<file path="src/hw/rtl/svpwm_pkg.sv">
// Shared constants and types for the servo PWM channel allocator.
`default_nettype none

package svpwm_pkg;

  localparam int CHANNELS   = 4;
  localparam int CH_W       = (CHANNELS > 1) ? $clog2(CHANNELS) : 1;

  localparam int PRESC_W    = 8;
  localparam int PERIOD_W   = 16;
  localparam int PIN_W      = 8;
  localparam int DUTY_W     = 16;
  localparam int CMD_W      = 2;
  localparam int PWM_W      = 4;
  localparam int IDX_W      = 2;

  localparam int IN_DATA_W  = ((PIN_W + DUTY_W + 7) / 8) * 8;
  localparam int OUT_BITS   = PWM_W + IDX_W + 1;
  localparam int OUT_DATA_W = ((OUT_BITS + 7) / 8) * 8;

  localparam int CFG_IDX_W  = 1;
  localparam int CFG_DATA_W = 16;

  localparam logic [PRESC_W-1:0]  PRESC_RESET  = PRESC_W'(11);
  localparam logic [PERIOD_W-1:0] PERIOD_RESET = PERIOD_W'(20000);

  typedef enum logic [CMD_W-1:0] {
    CMD_TICK   = 2'd0,
    CMD_ATTACH = 2'd1,
    CMD_DETACH = 2'd2,
    CMD_NOP    = 2'd3
  } cmd_t;

  typedef enum logic [CFG_IDX_W-1:0] {
    REG_PRESCALE = 1'b0,
    REG_PERIOD   = 1'b1
  } cfg_reg_t;

  typedef struct packed {
    logic             found;
    logic [IDX_W-1:0] idx;
    logic [PWM_W-1:0] pwm;
  } res_t;

endpackage

`default_nettype wire

</file>
<file path="src/hw/rtl/servo_pwm_channel_allocator.sv">
// Four-channel servo PWM timer with pin-to-channel allocation, one item per cycle
// while in_tready is high.
// Input channel (in_*): one beat per command. in_tuser carries the command:
// tick (one core clock of the timer), attach a pin with a duty, detach a pin.
// Every accepted beat yields exactly one result beat on out_*: the output
// levels after that command, plus the channel found or assigned and a flag.
// Configuration (cfg_*): write prescale divide (index 0) or period counts
// (index 1) while the block is idle; a write takes effect on the next edge.
// An accepted beat's result is registered, in the skid stage if out_* is held.
// Throughput: one beat per cycle while in_tready is high; the state update is
// a single pass of logic between the accepting edge and the result register.
// Stall: a result register plus one skid stage decouple the sides; in_tready
// drops only while both hold results the receiver has not yet taken.
// Reset (rst_n low, synchronous): prescaler, period count, match values and
// output levels clear, every channel becomes free, registers return to
// prescale 11 and period 20000, and both result stages empty.
`default_nettype none

module servo_pwm_channel_allocator (
  input  wire logic                            clk,
  input  wire logic                            rst_n,
  input  wire logic                            in_tvalid,
  output logic                                 in_tready,
  // [7:0] pin, [23:8] duty
  input  wire logic [svpwm_pkg::IN_DATA_W-1:0] in_tdata,
  // [1:0] command
  input  wire logic [svpwm_pkg::CMD_W-1:0]     in_tuser,
  output logic                                 out_tvalid,
  input  wire logic                            out_tready,
  // [3:0] pwm_out, [5:4] channel_index, [6] channel_found, [7] zero
  output logic [svpwm_pkg::OUT_DATA_W-1:0]     out_tdata,
  input  wire logic                            cfg_we,
  input  wire logic [svpwm_pkg::CFG_IDX_W-1:0] cfg_index,
  input  wire logic [svpwm_pkg::CFG_DATA_W-1:0] cfg_wdata
);
  import svpwm_pkg::*;

  logic [PRESC_W-1:0]  presc_div_r;
  logic [PERIOD_W-1:0] period_cnts_r;

  logic [PRESC_W-1:0]  presc_cnt_r, presc_cnt_nxt;
  logic [PERIOD_W-1:0] period_cnt_r, period_cnt_nxt;
  logic [DUTY_W-1:0]   active_r [CHANNELS];
  logic [DUTY_W-1:0]   active_nxt [CHANNELS];
  logic [DUTY_W-1:0]   shadow_r [CHANNELS];
  logic [DUTY_W-1:0]   shadow_nxt [CHANNELS];
  logic [CHANNELS-1:0] levels_r, levels_nxt;
  logic [CHANNELS-1:0] used_r, used_nxt;
  logic [PIN_W-1:0]    pin_map_r [CHANNELS];

  logic                out_valid_r, skid_valid_r;
  res_t                out_res_r, skid_res_r, res;

  cmd_t                cmd;
  logic [PIN_W-1:0]    pin;
  logic [DUTY_W-1:0]   duty;
  logic                in_fire, out_fire;

  logic                pin_hit, free_hit;
  logic [CH_W-1:0]     pin_idx, free_idx, sel_idx;
  logic                sel_ok, map_we;
  logic                count_evt, at_limit;
  logic [CHANNELS-1:0] clr_hit;

  assign cmd  = cmd_t'(in_tuser);
  assign pin  = in_tdata[PIN_W-1:0];
  assign duty = in_tdata[PIN_W +: DUTY_W];

  assign in_tready = !skid_valid_r;
  assign in_fire   = in_tvalid && in_tready;
  assign out_fire  = out_valid_r && out_tready;

  // Channel search: last match in ascending order is the highest channel.
  always_comb begin
    pin_hit  = 1'b0;
    pin_idx  = '0;
    free_hit = 1'b0;
    free_idx = '0;
    for (int ch = 0; ch < CHANNELS; ch++) begin
      if (used_r[ch] && (pin_map_r[ch] == pin)) begin
        pin_hit = 1'b1;
        pin_idx = CH_W'(ch);
      end
      if (!used_r[ch]) begin
        free_hit = 1'b1;
        free_idx = CH_W'(ch);
      end
    end
  end

  assign at_limit = (period_cnt_r == (period_cnts_r - PERIOD_W'(1)));

  always_comb begin
    presc_cnt_nxt  = presc_cnt_r;
    period_cnt_nxt = period_cnt_r;
    levels_nxt     = levels_r;
    used_nxt       = used_r;
    active_nxt     = active_r;
    shadow_nxt     = shadow_r;
    count_evt      = 1'b0;
    sel_ok         = 1'b0;
    sel_idx        = '0;
    map_we         = 1'b0;
    clr_hit        = '0;

    unique case (cmd)
      CMD_TICK: begin
        if (presc_cnt_r == presc_div_r) begin
          presc_cnt_nxt = '0;
          count_evt     = 1'b1;
        end else begin
          presc_cnt_nxt = presc_cnt_r + PRESC_W'(1);
        end
      end
      CMD_ATTACH: begin
        sel_ok  = pin_hit || free_hit;
        sel_idx = pin_hit ? pin_idx : free_idx;
        if (sel_ok) begin
          used_nxt[sel_idx]   = 1'b1;
          shadow_nxt[sel_idx] = duty;
          map_we              = 1'b1;
        end
      end
      CMD_DETACH: begin
        sel_ok  = pin_hit;
        sel_idx = pin_idx;
        if (pin_hit) begin
          used_nxt[pin_idx] = 1'b0;
        end
      end
      CMD_NOP: begin
      end
      default: begin
      end
    endcase

    if (count_evt) begin
      for (int ch = 0; ch < CHANNELS; ch++) begin
        clr_hit[ch] = (period_cnt_r == active_r[ch]);
        // Set and clear on the same count: hold the level.
        if (at_limit && !clr_hit[ch]) begin
          levels_nxt[ch] = 1'b1;
        end else if (clr_hit[ch] && !at_limit) begin
          levels_nxt[ch] = 1'b0;
        end
      end
      if (at_limit) begin
        period_cnt_nxt = '0;
        active_nxt     = shadow_r;
      end else begin
        period_cnt_nxt = period_cnt_r + PERIOD_W'(1);
      end
    end

    res.pwm   = PWM_W'(levels_nxt);
    res.found = sel_ok;
    res.idx   = sel_ok ? IDX_W'(sel_idx) : '0;
  end

  always_ff @(posedge clk) begin
    if (!rst_n) begin
      presc_div_r   <= PRESC_RESET;
      period_cnts_r <= PERIOD_RESET;
    end else if (cfg_we) begin
      unique case (cfg_reg_t'(cfg_index))
        REG_PRESCALE: presc_div_r   <= cfg_wdata[PRESC_W-1:0];
        REG_PERIOD:   period_cnts_r <= cfg_wdata[PERIOD_W-1:0];
        default: begin
        end
      endcase
    end
  end

  always_ff @(posedge clk) begin
    if (!rst_n) begin
      presc_cnt_r  <= '0;
      period_cnt_r <= '0;
      levels_r     <= '0;
      used_r       <= '0;
      for (int ch = 0; ch < CHANNELS; ch++) begin
        active_r[ch] <= '0;
        shadow_r[ch] <= '0;
      end
    end else if (in_fire) begin
      presc_cnt_r  <= presc_cnt_nxt;
      period_cnt_r <= period_cnt_nxt;
      levels_r     <= levels_nxt;
      used_r       <= used_nxt;
      active_r     <= active_nxt;
      shadow_r     <= shadow_nxt;
    end
  end

  // Pin map holds no reset; entries are read only behind their used bit.
  always_ff @(posedge clk) begin
    if (in_fire && map_we) begin
      pin_map_r[sel_idx] <= pin;
    end
  end

  // Result register plus skid stage.
  always_ff @(posedge clk) begin
    if (!rst_n) begin
      out_valid_r  <= 1'b0;
      skid_valid_r <= 1'b0;
    end else if (!out_valid_r || out_fire) begin
      out_valid_r  <= skid_valid_r || in_fire;
      skid_valid_r <= 1'b0;
    end else if (in_fire) begin
      skid_valid_r <= 1'b1;
    end
  end

  always_ff @(posedge clk) begin
    if (!out_valid_r || out_fire) begin
      out_res_r <= skid_valid_r ? skid_res_r : res;
    end else if (in_fire) begin
      skid_res_r <= res;
    end
  end

  assign out_tvalid = out_valid_r;
  assign out_tdata  = OUT_DATA_W'(out_res_r);

`ifndef ASSERT_OFF
  a_skid_behind_out: assert property (@(posedge clk) disable iff (!rst_n)
    skid_valid_r |-> out_valid_r)
    else $error("skid stage holds a beat while the result register is empty");

  a_limit_wraps: assert property (@(posedge clk) disable iff (!rst_n)
    (in_fire && count_evt && at_limit) |=> (period_cnt_r == '0))
    else $error("period count did not return to zero at the limit");

  a_fail_index_zero: assert property (@(posedge clk) disable iff (!rst_n)
    (out_valid_r && !out_res_r.found) |-> (out_res_r.idx == '0))
    else $error("channel index nonzero on a result with no channel");

  a_attach_marks_used: assert property (@(posedge clk) disable iff (!rst_n)
    (in_fire && map_we) |=> (used_r != '0))
    else $error("attach left every channel free");
`endif

endmodule

`default_nettype wire

</file>
<file path="config.mk">
export PLATFORM = sky130hd
export DESIGN_NAME = servo_pwm_channel_allocator
export DESIGN_NICKNAME = d
export VERILOG_FILES = /design/src/hw/rtl/svpwm_pkg.sv /design/src/hw/rtl/servo_pwm_channel_allocator.sv
export SDC_FILE = /design/constraint.sdc
export NUM_CORES = 1
export LEC_CHECK = 0
export BUFFER_PORTS_ARGS = -buffer_cell sky130_fd_sc_hd__buf_2
export CAP_MARGIN = 30
export CORE_MARGIN = 5
export CORE_UTILIZATION = 55
export DETAILED_ROUTE_END_ITERATION = 8
export PLACE_DENSITY_LB_ADDON = 0.3
export SLEW_MARGIN = 20
export SYNTH_ARGS = -nofsm -noshare
export SYNTH_HDL_FRONTEND = slang
export SYNTH_SLANG_ARGS = --single-unit
</file>
<file path="constraint.sdc">
create_clock -name clk -period 5.9 [get_ports clk]
set_clock_uncertainty 0.2 [all_clocks]
set_input_delay 0.295 -clock clk [delete_from_list [all_inputs] [get_ports clk]]
set_output_delay 0.295 -clock clk [all_outputs]
set_load 0.03 [all_outputs]
</file>
==> impl_table.tex, run 1 <==
\begin{tabular}{lr}
\hline
Metric & Value \\
\hline
\multicolumn{2}{l}{\textbf{Run status}} \\
\quad Outcome & complete, no violations \\
\multicolumn{2}{l}{\textbf{Yosys}} \\
\quad Average instance area after synthesis & 10.1 µm² \\
\quad Dominant combinational cell family by area after synthesis & simple AND/OR/NAND/NOR gates \\
\quad Post-synthesis cell type with the largest combined area & sky130\_fd\_sc\_hd\_\_dfxtp\_1 \\
\quad Syn nets & 1109 \\
\quad Top area cells in the synthesized netlist & sky130\_fd\_sc\_hd\_\_dfxtp\_1 (35\%), sky130\_fd\_sc\_hd\_\_edfxtp\_1 (13\%), sky130\_fd\_sc\_hd\_\_mux2i\_1 (12\%) \\
\quad Post-synthesis xor/xnor area fraction & 11.5\% \\
\quad Predominant post-synthesis flop cell & sky130\_fd\_sc\_hd\_\_dfxtp\_1 \\
\quad Share of synthesized cell area in full adder, half adder and majority cells & 0.701\% \\
\quad Share of flip-flops with an asynchronous set or reset & 0\% \\
\quad Mapped Area & 10700 µm² \\
\quad Compound-gate portion of the synthesized area & 5.79\% \\
\quad Area share of the largest cell type after synthesis & 34.8\% \\
\quad Sequential area share after synthesis & 47.7\% \\
\quad Cell count after synthesis & 1055 \\
\quad Post-synthesis sequential element count & 232 \\
\quad Share of synthesized cell area in and, or, nand and nor gates & 18.1\% \\
\quad Distinct cell type count after synthesis & 73 \\
\quad Count of flip-flops with a built-in enable after synthesis & 46 \\
\quad Top cell types by occurrence after synthesis & sky130\_fd\_sc\_hd\_\_nand2\_1 (224), sky130\_fd\_sc\_hd\_\_dfxtp\_1 (186), sky130\_fd\_sc\_hd\_\_mux2i\_1 (128) \\
\quad Number of warnings printed during yosys synthesis & 0 \\
\quad Mux contribution to synthesized area & 12.3\% \\
\quad Most frequent cell after synthesis & sky130\_fd\_sc\_hd\_\_nand2\_1 \\
\multicolumn{2}{l}{\textbf{Critical path}} \\
\quad Largest fanout on the critical path & 35 \\
\quad Logic depth of the worst register-to-register path & 10 \\
\quad Type of destination of the critical path & flip-flop \\
\quad Required time worst endpoint & 6.09 ns \\
\quad Startpoint-to-endpoint class of the critical path & flip-flop to flip-flop \\
\quad Startpoint type of the worst setup path & flip-flop \\
\quad Worst path arrival time & 3.87 ns \\
\multicolumn{2}{l}{\textbf{Floorplanning}} \\
\quad \# IOs & 58 \\
\quad Initial Utilization & 55.4\% \\
\quad Height of the chip & 149 µm \\
\quad Die Wd & 149 µm \\
\quad Core Box Area & 19300 µm² \\
\quad Site row count & 51 \\
\quad Die Outline Area & 22300 µm² \\
\multicolumn{2}{l}{\textbf{Detailed routing}} \\
\quad Top Metal Used & met4 \\
\quad Routed met2 length & 11200 µm \\
\quad Met1 WL & 10600 µm \\
\quad Wire length on met3 & 825 µm \\
\quad Initial DRT Pass Iterations & 5 \\
\quad Total wire length & 23100 µm \\
\quad Via/cell ratio & 5.41 \\
\quad Number of remaining DRC errors & 0 \\
\quad Via count & 7628 \\
\quad Post-route antenna net violation count & 0 \\
\quad Wire length per cell after detailed routing & 16.3 µm \\
\quad Starting DRC count in detailed routing & 515 \\
\multicolumn{2}{l}{\textbf{Run}} \\
\quad Maxcap violations & 0 \\
\multicolumn{2}{l}{\textbf{Layout}} \\
\quad Fraction of final layout cells sized beyond drive strength 1 & 11.7\% \\
\quad Number of fillers in the final layout & 1586 \\
\quad Area grow syn2layout & 14.8\% \\
\quad Net count of the finished layout & 1182 \\
\quad Diode insertion count for antenna repair & 0 \\
\quad Non-filler cells in the finished layout & 1411 \\
\multicolumn{2}{l}{\textbf{Power and ir drop}} \\
\quad Internal power & 2.72 mW \\
\quad Worst supply voltage drop on vdd & 0.000267 V \\
\quad Combinational group share of total power & 6.1\% \\
\quad Clk network pwr share & 46.1\% \\
\quad Switching component of the power & 0.752 mW \\
\quad Reg power frac & 47.8\% \\
\quad Leakage power figure & 5.39 nW \\
\quad Total power density per cell area & 282 nW/µm² \\
\quad Switching share of power & 21.7\% \\
\quad Overall power & 3.47 mW \\
\multicolumn{2}{l}{\textbf{Place}} \\
\quad Port Buffers & 56 \\
\quad Number of placed instances, taps included & 1323 \\
\quad Half-perimeter wire length after detailed placement & 15800 µm \\
\quad GP Congestion & 0.853 \\
\multicolumn{2}{l}{\textbf{CTS}} \\
\quad CTS Root Buffer Type & sky130\_fd\_sc\_hd\_\_clkbuf\_16 \\
\quad Insertion delay of the later-clocked pin in the worst-skew pair & 0.52 ns \\
\quad Maximum buffer depth of the clock tree & 3 \\
\quad \# H-tree levels & 1 \\
\quad Total clock buffers created by CTS & 25 \\
\quad Number of clock sinks & 232 \\
\quad Reg clk slew, reported paths & 0.06 ns \\
\quad TritonCTS clock tree & built \\
\multicolumn{2}{l}{\textbf{Worst hold path}} \\
\quad Hold/Removal Path Class & input port to flip-flop \\
\quad Hold Path Depth & 3 \\
\multicolumn{2}{l}{\textbf{Timing}} \\
\quad Remaining max-slew budget at the tightest pin & 42.5\% \\
\quad Unrepaired setup endpoints after global routing & false \\
\quad Final max-slew violation count & 0 \\
\quad Least-Margin Pin Slew & 0.857 ns \\
\quad Final critical delay including setup and external delays & 3.68 ns \\
\quad Total of endpoints with negative setup slack in the final report & 0 \\
\quad Setup tns final & 0 ns \\
\quad Achievable Freq & 0.272 GHz \\
\quad Final hold violation count & 0 \\
\quad Tcrit/Tclk final & 62.3\% \\
\multicolumn{2}{l}{\textbf{GRT}} \\
\quad Global route total overflow & 0 \\
\quad Antenna violations before repair & 0 \\
\quad Global router's overall resource usage & 20.7\% \\
\quad Largest net degree at the start of global routing & 82 \\
\quad Number of global-route vias before repair & 7386 \\
\quad First-pass GRT wire length & 37600 µm \\
\hline
\end{tabular}
[cell families (layout without fill, tap and decap cells)]
| kind of cell | after synthesis | count (layout) |
|---|---|---|
| compound gates | 81 | 81 |
| xor+xnor | 141 | 141 |
| fa+ha+maj | 6 | 6 |
| buf+inv | 72 | 163 |
| flops | 232 | 232 |
| mux | 131 | 131 |
| other cells | 1 | 1 |
| simple gates | 391 | 391 |
[state kept, by name, summed over array words and instances, names as in the netlist]
name / cells
levels_r: 4
period_cnt_r: 16
used_r: 4
skid_valid_r: 1
skid_res_r: 7
out_tvalid: 1
out_tdata: 7
shadow_r: 64
active_r: 64
presc_cnt_r: 8
pin_map_r: 32
presc_div_r: 8
period_cnts_r: 16
[per-stage QoR]
step	cell area, µm²	util, %	worst slack [ns]	hold WS (ns)
after CTS	12300	63.5	2.23	0.00245
after global routing	12300	63.5	2.01	0.0220
after floorplan	10700	-	2.85	0.194
final	12300	63.5	2.22	0.0140
after global placement	11000	56.9	2.19	0.252
after detailed placement	11000	56.9	2.25	0.253
[power groups by stage]
stage                     Sequential [mW]  Clock [mW]  Combinational, mW
after floorplan                      1.70           0              0.123
after global placement               1.69           0              0.186
after detailed placement             1.69           0              0.189
after CTS                            1.66        1.63              0.211
after global routing                 1.66        1.70              0.232
final                                1.66        1.60              0.210
[layer usage]
| metal | vias to the layer above | GRT usage, % |
|---|---|---|
| li1 | 3794 | - |
| met1 | 3660 | 27.8 |
| met2 | 136 | 35.5 |
| met3 | 38 | 2.48 |
| met4 | 0 | 5.31 |
| met5 | - | 0 |
[final cells by class]
class / count / area [µm²] / area share, %
clock buffer: 34 / 689 / 5.61
timing repair buffer: 108 / 778 / 6.34
multi-input combinational: 751 / 5180 / 42.2
sequential: 232 / 5100 / 41.6
tap: 265 / 332 / 2.70
inverter: 10 / 37.5 / 0.306
clock inverter: 11 / 156 / 1.27
[worst max-delay path, stage by stage, from the launching register on]
cell                      delay [ns]
sky130_fd_sc_hd__dfxtp_1        0.35
sky130_fd_sc_hd__inv_1          0.07
sky130_fd_sc_hd__ha_1           0.26
sky130_fd_sc_hd__or4b_4         0.51
sky130_fd_sc_hd__nor4_1         0.25
sky130_fd_sc_hd__xnor2_1        0.16
sky130_fd_sc_hd__nand3_1        0.14
sky130_fd_sc_hd__nor3_2         0.39
sky130_fd_sc_hd__nand3_4        0.57
sky130_fd_sc_hd__buf_4          0.47
sky130_fd_sc_hd__mux2i_1        0.17
[path summary, 6_finish.rpt]
path	start	to	slack (ns)
max	period_cnts_r[0]	active_r[21]	2.22
min	in_tdata[13]	shadow_r[21]	0.01
min reg2reg	shadow_r[31]	active_r[31]	0.27
max reg2reg	period_cnts_r[0]	active_r[21]	2.22
[repair_timing]
item	in CTS	in global routing
setup buffers	0	0
hold endpoints to repair	107	0
hold buffers	43	0
gates resized for setup	0	0
[cells in the final DEF, fill, tap and decap left out, types with 4 or more instances in the layout]
master	Yosys	final
sky130_fd_sc_hd__nor3b_1	5	5
sky130_fd_sc_hd__bufinv_16	0	4
sky130_fd_sc_hd__buf_2	12	56
sky130_fd_sc_hd__ha_1	6	6
sky130_fd_sc_hd__clkbuf_1	36	6
sky130_fd_sc_hd__a21oi_1	27	27
sky130_fd_sc_hd__and2_1	4	4
sky130_fd_sc_hd__nand2_1	224	224
sky130_fd_sc_hd__clkinv_2	0	4
sky130_fd_sc_hd__a31o_1	4	4
sky130_fd_sc_hd__nand3b_1	5	5
sky130_fd_sc_hd__dlygate4sd3_1	0	43
sky130_fd_sc_hd__nor4_1	19	19
sky130_fd_sc_hd__or2_2	4	4
sky130_fd_sc_hd__xnor2_1	60	60
sky130_fd_sc_hd__nor3_1	8	8
sky130_fd_sc_hd__dfxtp_1	186	186
sky130_fd_sc_hd__nand4_1	19	19
sky130_fd_sc_hd__o21ai_0	6	6
sky130_fd_sc_hd__nand2b_1	4	4
sky130_fd_sc_hd__buf_4	4	9
sky130_fd_sc_hd__nor2b_1	8	8
sky130_fd_sc_hd__o31ai_1	5	5
sky130_fd_sc_hd__mux2i_1	128	128
sky130_fd_sc_hd__xor2_1	81	81
sky130_fd_sc_hd__and3_1	18	18
sky130_fd_sc_hd__nor2_1	24	24
sky130_fd_sc_hd__inv_1	8	8
sky130_fd_sc_hd__nand4b_1	5	5
sky130_fd_sc_hd__edfxtp_1	46	46
sky130_fd_sc_hd__a22oi_1	5	5
sky130_fd_sc_hd__nand3_1	21	21
sky130_fd_sc_hd__clkbuf_16	0	25
Power figures use the tool's default switching activity.
==> inputs of run 2 (changes only) <==
==> constraint.sdc (replaced) <==
create_clock -name clk -period 3.9 [get_ports clk]
set_clock_uncertainty 0.2 [all_clocks]
set_input_delay 0.195 -clock clk [delete_from_list [all_inputs] [get_ports clk]]
set_output_delay 0.195 -clock clk [all_outputs]
set_load 0.03 [all_outputs]
==> run 2 against run 1 <==
Against the previous run: worst setup slack worse by 1.7 ns; sequential power is 51% higher; wire length is 2.9% higher; final cell count is 0.99% higher; clock-buffer cell count is 1 lower; register-to-register slack worse by 1.7 ns; global-route usage is 0.66 points higher; critical path depth stayed put; via count is 1.1% higher; critical path type unchanged.
==> impl_table.tex, run 2 (synthesis gave the netlist of run 1 again) <==
\begin{tabular}{lr}
\hline
Metric & Value \\
\hline
\multicolumn{2}{l}{\textbf{Run status}} \\
\quad Outcome & complete, no violations \\
\multicolumn{2}{l}{\textbf{GRT}} \\
\quad Global route total overflow & 0 \\
\quad Number of global-route vias before repair & 7558 \\
\quad Global router's overall resource usage & 21.3\% \\
\quad First-pass GRT wire length & 38800 µm \\
\quad Largest net degree at the start of global routing & 183 \\
\quad Antenna violations before repair & 0 \\
\multicolumn{2}{l}{\textbf{Timing}} \\
\quad Final critical delay including setup and external delays & 3.36 ns \\
\quad Tcrit/Tclk final & 86.1\% \\
\quad Final hold violation count & 0 \\
\quad Total of endpoints with negative setup slack in the final report & 0 \\
\quad Setup tns final & 0 ns \\
\quad Unrepaired setup endpoints after global routing & false \\
\quad Final max-slew violation count & 0 \\
\quad Remaining max-slew budget at the tightest pin & 45.9\% \\
\quad Least-Margin Pin Slew & 0.806 ns \\
\quad Minimum setup slack in the final design & 0.540 ns \\
\quad Achievable Freq & 0.298 GHz \\
\multicolumn{2}{l}{\textbf{Critical path}} \\
\quad Worst path arrival time & 3.55 ns \\
\quad R2r startpoint & period\_cnts\_r[0] \\
\quad Required time worst endpoint & 4.09 ns \\
\quad Reg2Reg Capture Point & active\_r[0] \\
\quad Largest fanout on the critical path & 19 \\
\quad Startpoint type of the worst setup path & flip-flop \\
\quad Startpoint-to-endpoint class of the critical path & flip-flop to flip-flop \\
\quad Logic depth of the worst register-to-register path & 10 \\
\quad Type of destination of the critical path & flip-flop \\
\quad R2R Setup Slk & 0.54 ns \\
\multicolumn{2}{l}{\textbf{Layout}} \\
\quad Largest registers in the final layout & active\_r (64), shadow\_r (64), pin\_map\_r (32) \\
\quad Post-Route Utilization & 64.8\% \\
\quad Fraction of final layout cells sized beyond drive strength 1 & 12.5\% \\
\quad Most frequent cells in the layout & sky130\_fd\_sc\_hd\_\_nand2\_1 (224), sky130\_fd\_sc\_hd\_\_dfxtp\_1 (186), sky130\_fd\_sc\_hd\_\_mux2i\_1 (128) \\
\quad Net count of the finished layout & 1195 \\
\quad Diode insertion count for antenna repair & 0 \\
\quad Number of fillers in the final layout & 1551 \\
\quad Most common cell after layout, fill and taps aside & sky130\_fd\_sc\_hd\_\_nand2\_1 \\
\quad Area grow syn2layout & 17.1\% \\
\quad Area used by multi-input combinational logic & 5180 µm² \\
\quad Sequential cell area & 5100 µm² \\
\multicolumn{2}{l}{\textbf{Worst hold path}} \\
\quad Hold Path Depth & 3 \\
\quad Endpoint, Worst Hold & skid\_valid\_r \\
\quad Worst min-delay path startpoint & out\_tready \\
\quad Hold/Removal Path Class & input port to flip-flop \\
\multicolumn{2}{l}{\textbf{Detailed routing}} \\
\quad Number of remaining DRC errors & 0 \\
\quad Via count & 7715 \\
\quad Post-route antenna net violation count & 0 \\
\quad Total wire length & 23700 µm \\
\quad Wire length per cell after detailed routing & 16.7 µm \\
\quad Via/cell ratio & 5.41 \\
\quad Initial DRT Pass Iterations & 5 \\
\quad Starting DRC count in detailed routing & 405 \\
\multicolumn{2}{l}{\textbf{Floorplanning}} \\
\quad Die Outline Area & 22300 µm² \\
\quad Die Wd & 149 µm \\
\quad Height of the chip & 149 µm \\
\quad \# IOs & 58 \\
\quad Core Box Area & 19300 µm² \\
\quad Site row count & 51 \\
\quad Initial Utilization & 55.4\% \\
\multicolumn{2}{l}{\textbf{CTS}} \\
\quad Count of instances resized after the clock tree is built & 0 \\
\quad CTS Root Buffer Type & sky130\_fd\_sc\_hd\_\_clkbuf\_16 \\
\quad Insertion delay of the later-clocked pin in the worst-skew pair & 0.53 ns \\
\quad Maximum buffer depth of the clock tree & 3 \\
\quad Total clock buffers created by CTS & 25 \\
\quad Reg clk slew, reported paths & 0.06 ns \\
\quad \# H-tree levels & 1 \\
\quad TritonCTS clock tree & built \\
\quad Number of clock sinks & 232 \\
\quad Hold buffers post-CTS & 53 \\
\quad Setup fix buffers added after clock tree synthesis & 0 \\
\multicolumn{2}{l}{\textbf{Power and ir drop}} \\
\quad Total power density per cell area & 438 nW/µm² \\
\quad Worst supply voltage drop on vdd & 0.000359 V \\
\quad Overall power & 5.49 mW \\
\quad Leakage power figure & 5.50 nW \\
\multicolumn{2}{l}{\textbf{Place}} \\
\quad GP Congestion & 0.808 \\
\quad Port Buffers & 56 \\
\quad Setup WS pre-CTS & 0.564 ns \\
\quad Half-perimeter wire length after detailed placement & 15800 µm \\
\multicolumn{2}{l}{\textbf{Run}} \\
\quad Maxcap violations & 0 \\
\hline
\end{tabular}
-- run 2: cell types whose count changed in the layout (fill, tap and decap cells not counted), moves of 2 or more --
cell and change:
sky130_fd_sc_hd__buf_12 +2, sky130_fd_sc_hd__buf_4 +2, sky130_fd_sc_hd__clkbuf_1 -5, sky130_fd_sc_hd__clkbuf_16 +2
sky130_fd_sc_hd__clkbuf_8 +2, sky130_fd_sc_hd__clkinv_1 -2, sky130_fd_sc_hd__clkinvlp_4 +2, sky130_fd_sc_hd__dlygate4sd3_1 +10
-- run 2: area by class of cell --
cell class | instances | share of cell area (%)
clock buffer | 33 | 5.97
clock inverter | 13 | 1.59
inverter | 10 | 0.299
multi-input combinational | 751 | 41.4
sequential | 232 | 40.7
tap | 265 | 2.65
timing repair buffer | 121 | 7.41
-- run 2: worst max path at each step --
stage / slack (ns) / to / cells past startpoint / start
2_1_floorplan: 0.85 / pin_map_r[0][0] / 6 / pin_map_r[0][6]
3_3_place_gp: 0.68 / active_r[51] / 10 / period_cnts_r[0]
3_5_place_dp: 0.56 / active_r[4] / 10 / period_cnts_r[0]
4_1_cts: 0.54 / active_r[0] / 10 / period_cnts_r[0]
5_1_grt: 0.29 / active_r[4] / 10 / period_cnts_r[0]
6_report: 0.54 / active_r[0] / 10 / period_cnts_r[0]
-- run 2: metrics by stage --
| stage | instances | hold slack, ns | instance area (µm²) |
|---|---|---|---|
| 2_1_floorplan | 1055 | 0.0939 | 10700 |
| 3_3_place_gp | 1326 | 0.213 | 11100 |
| 3_5_place_dp | 1326 | 0.220 | 11100 |
| 4_1_cts | 1425 | 0.0570 | 12500 |
| 5_1_grt | 1425 | 0.114 | 12500 |
| 6_report | 1425 | 0.0600 | 12500 |
-- run 2: report_power, final --
group / switching (mW) / total, mW / leakage, nW / internal (mW)
clock network: 0.966 / 2.65 / 0.465 / 1.68
registers: 0.0273 / 2.51 / 1.93 / 2.48
logic: 0.193 / 0.331 / 3.10 / 0.138
-- run 2: critical path, cell delays in order (launching register included) --
cell and delay (ns):
sky130_fd_sc_hd__dfxtp_1 0.35, sky130_fd_sc_hd__inv_1 0.07, sky130_fd_sc_hd__ha_1 0.25, sky130_fd_sc_hd__or4b_4 0.52, sky130_fd_sc_hd__nor4_1 0.26, sky130_fd_sc_hd__xnor2_1 0.16
sky130_fd_sc_hd__nand3_1 0.15, sky130_fd_sc_hd__nor3_2 0.43, sky130_fd_sc_hd__nand3_4 0.35, sky130_fd_sc_hd__buf_4 0.34, sky130_fd_sc_hd__mux2i_1 0.15
-- run 2: per-layer routing --
metal  part of all wire, %  global-route usage [%]  up-vias
li1                      -                       -     3820
met1                    46                    28.9     3690
met2                    48                    36.1      167
met3                   4.2                    3.12       38
met4                   2.0                    5.31        0
met5                     0                       0        -
==> inputs of run 3 (changes only) <==
==> constraint.sdc (replaced) <==
create_clock -name clk -period 3.9 [get_ports clk]
set_clock_uncertainty 0.2 [all_clocks]
set_input_delay 0.975 -clock clk [delete_from_list [all_inputs] [get_ports clk]]
set_output_delay 0.975 -clock clk [all_outputs]
set_load 0.03 [all_outputs]
==> run 3 against run 2 <==
Against the previous run: total power shrank 7.4%; worst hold slack gained 0.20 ns; core utilization shrank 3.4 points; non-clock buffer count shrank 51; critical endpoint is now active_r[25]; largest power group is now sequential cells.
==> impl_table.tex, run 3 (synthesis gave the netlist of run 1 again) <==
\begin{tabular}{lr}
\hline
Metric & Value \\
\hline
\multicolumn{2}{l}{\textbf{Power and ir drop}} \\
\quad Leakage power figure & 5.23 nW \\
\quad Overall power & 5.08 mW \\
\quad Total power density per cell area & 428 nW/µm² \\
\quad Worst supply voltage drop on vdd & 0.000312 V \\
\multicolumn{2}{l}{\textbf{Run}} \\
\quad Maxcap violations & 0 \\
\multicolumn{2}{l}{\textbf{Critical path}} \\
\quad Largest fanout on the critical path & 74 \\
\quad Startpoint-to-endpoint class of the critical path & flip-flop to flip-flop \\
\quad Startpoint type of the worst setup path & flip-flop \\
\quad Type of destination of the critical path & flip-flop \\
\quad Logic depth of the worst register-to-register path & 10 \\
\quad Required time worst endpoint & 4.12 ns \\
\quad Worst path arrival time & 3.54 ns \\
\multicolumn{2}{l}{\textbf{Layout}} \\
\quad Area grow syn2layout & 10.9\% \\
\quad Fraction of final layout cells sized beyond drive strength 1 & 12.7\% \\
\quad Net count of the finished layout & 1144 \\
\quad Largest registers in the final layout & active\_r (64), shadow\_r (64), pin\_map\_r (32) \\
\quad Diode insertion count for antenna repair & 0 \\
\quad Post-Route Utilization & 61.4\% \\
\quad Most frequent cells in the layout & sky130\_fd\_sc\_hd\_\_nand2\_1 (224), sky130\_fd\_sc\_hd\_\_dfxtp\_1 (186), sky130\_fd\_sc\_hd\_\_mux2i\_1 (128) \\
\quad Most common cell after layout, fill and taps aside & sky130\_fd\_sc\_hd\_\_nand2\_1 \\
\multicolumn{2}{l}{\textbf{Floorplanning}} \\
\quad \# IOs & 58 \\
\quad Site row count & 51 \\
\quad Core Box Area & 19300 µm² \\
\quad Initial Utilization & 55.4\% \\
\quad Height of the chip & 149 µm \\
\quad Die Outline Area & 22300 µm² \\
\quad Die Wd & 149 µm \\
\multicolumn{2}{l}{\textbf{Place}} \\
\quad Half-perimeter wire length after detailed placement & 15600 µm \\
\quad Port Buffers & 56 \\
\quad Setup WS pre-CTS & 0.252 ns \\
\quad GP Congestion & 0.871 \\
\multicolumn{2}{l}{\textbf{GRT}} \\
\quad Antenna violations before repair & 0 \\
\quad Largest net degree at the start of global routing & 75 \\
\quad Global route hottest layer & met2 \\
\quad Global router's overall resource usage & 20.6\% \\
\quad Number of global-route vias before repair & 7269 \\
\quad Met3 track demand over resource & 2.82\% \\
\quad Met2 usage & 33.9\% \\
\quad First-pass GRT wire length & 37600 µm \\
\quad GR Util met1 & 28.6\% \\
\quad Global route total overflow & 0 \\
\multicolumn{2}{l}{\textbf{CTS}} \\
\quad Total clock buffers created by CTS & 25 \\
\quad TritonCTS clock tree & built \\
\quad \# H-tree levels & 1 \\
\quad Number of clock sinks & 232 \\
\quad Count of instances resized after the clock tree is built & 0 \\
\quad Setup fix buffers added after clock tree synthesis & 0 \\
\quad Reg clk slew, reported paths & 0.06 ns \\
\quad CTS Root Buffer Type & sky130\_fd\_sc\_hd\_\_clkbuf\_16 \\
\quad Maximum buffer depth of the clock tree & 3 \\
\quad Hold buffers post-CTS & 0 \\
\quad Insertion delay of the later-clocked pin in the worst-skew pair & 0.52 ns \\
\multicolumn{2}{l}{\textbf{Detailed routing}} \\
\quad Post-route antenna net violation count & 0 \\
\quad Via/cell ratio & 5.40 \\
\quad Wire length per cell after detailed routing & 16.6 µm \\
\quad Initial DRT Pass Iterations & 5 \\
\quad Total wire length & 22800 µm \\
\quad Starting DRC count in detailed routing & 493 \\
\quad Via count & 7400 \\
\quad Number of remaining DRC errors & 0 \\
\multicolumn{2}{l}{\textbf{Timing}} \\
\quad Final critical delay including setup and external delays & 3.32 ns \\
\quad Least-Margin Pin Slew & 0.791 ns \\
\quad Setup tns final & 0 ns \\
\quad Tcrit/Tclk final & 85.1\% \\
\quad Remaining max-slew budget at the tightest pin & 46.9\% \\
\quad Minimum setup slack in the final design & 0.581 ns \\
\quad Total of endpoints with negative setup slack in the final report & 0 \\
\quad Final hold violation count & 0 \\
\quad Achievable Freq & 0.301 GHz \\
\quad Unrepaired setup endpoints after global routing & false \\
\quad Final max-slew violation count & 0 \\
\multicolumn{2}{l}{\textbf{Run status}} \\
\quad Outcome & complete, no violations \\
\multicolumn{2}{l}{\textbf{Worst hold path}} \\
\quad Hold/Removal Path Class & flip-flop to flip-flop \\
\quad Hold Path Depth & 2 \\
\hline
\end{tabular}
==> run 3: final timing paths <==
path                                       start            to  slack (ns)
worst max-delay path            period_cnts_r[0]  active_r[25]        0.58
worst min-delay path                shadow_r[34]  active_r[34]        0.26
worst max register to register  period_cnts_r[0]  active_r[25]        0.58
worst min register to register      shadow_r[34]  active_r[34]        0.26
==> run 3: critical path, cell delays in order, from the launching register on <==
cell and delay (ns):
sky130_fd_sc_hd__dfxtp_1 0.36, sky130_fd_sc_hd__inv_1 0.07, sky130_fd_sc_hd__ha_1 0.28, sky130_fd_sc_hd__or4b_4 0.53, sky130_fd_sc_hd__o22ai_1 0.18, sky130_fd_sc_hd__a2111oi_2 0.12, sky130_fd_sc_hd__a211oi_4 0.50, sky130_fd_sc_hd__nor2_4 0.14
sky130_fd_sc_hd__nand3_4 0.10, sky130_fd_sc_hd__buf_12 0.41, sky130_fd_sc_hd__mux2i_1 0.27
==> run 3: cell type report <==
type | instances | area (µm²)
fillers | 1650 | 7460
well taps | 265 | 332
inverters | 10 | 37.5
flip-flops and latches | 232 | 5100
multi-input cells | 751 | 5180
repair buffers | 70 | 420
clock buffers | 34 | 712
clock inverters | 9 | 82.6
==> run 3: per-stage QoR <==
stage | cells | instance area (µm²) | hold slack (ns)
3_3_place_gp | 1327 | 11100 | 0.252
3_5_place_dp | 1328 | 11100 | 0.252
4_1_cts | 1371 | 11900 | 0.255
5_1_grt | 1371 | 11900 | 0.270
2_1_floorplan | 1055 | 10700 | 0.242
6_report | 1371 | 11900 | 0.255
==> run 3: metal layers <==
metal	up-vias	wire length, µm
met4	0	649
met5	-	0
met1	3514	10700
li1	3712	-
met3	49	774
met2	125	10600
==> run 3: power by group <==
part	total, mW	switching (mW)	leakage [nW]	internal (mW)
Clock	2.28	0.940	0.390	1.34
Combinational	0.288	0.183	2.90	0.105
Sequential	2.51	0.0264	1.93	2.48
Total	5.08	1.15	5.23	3.93
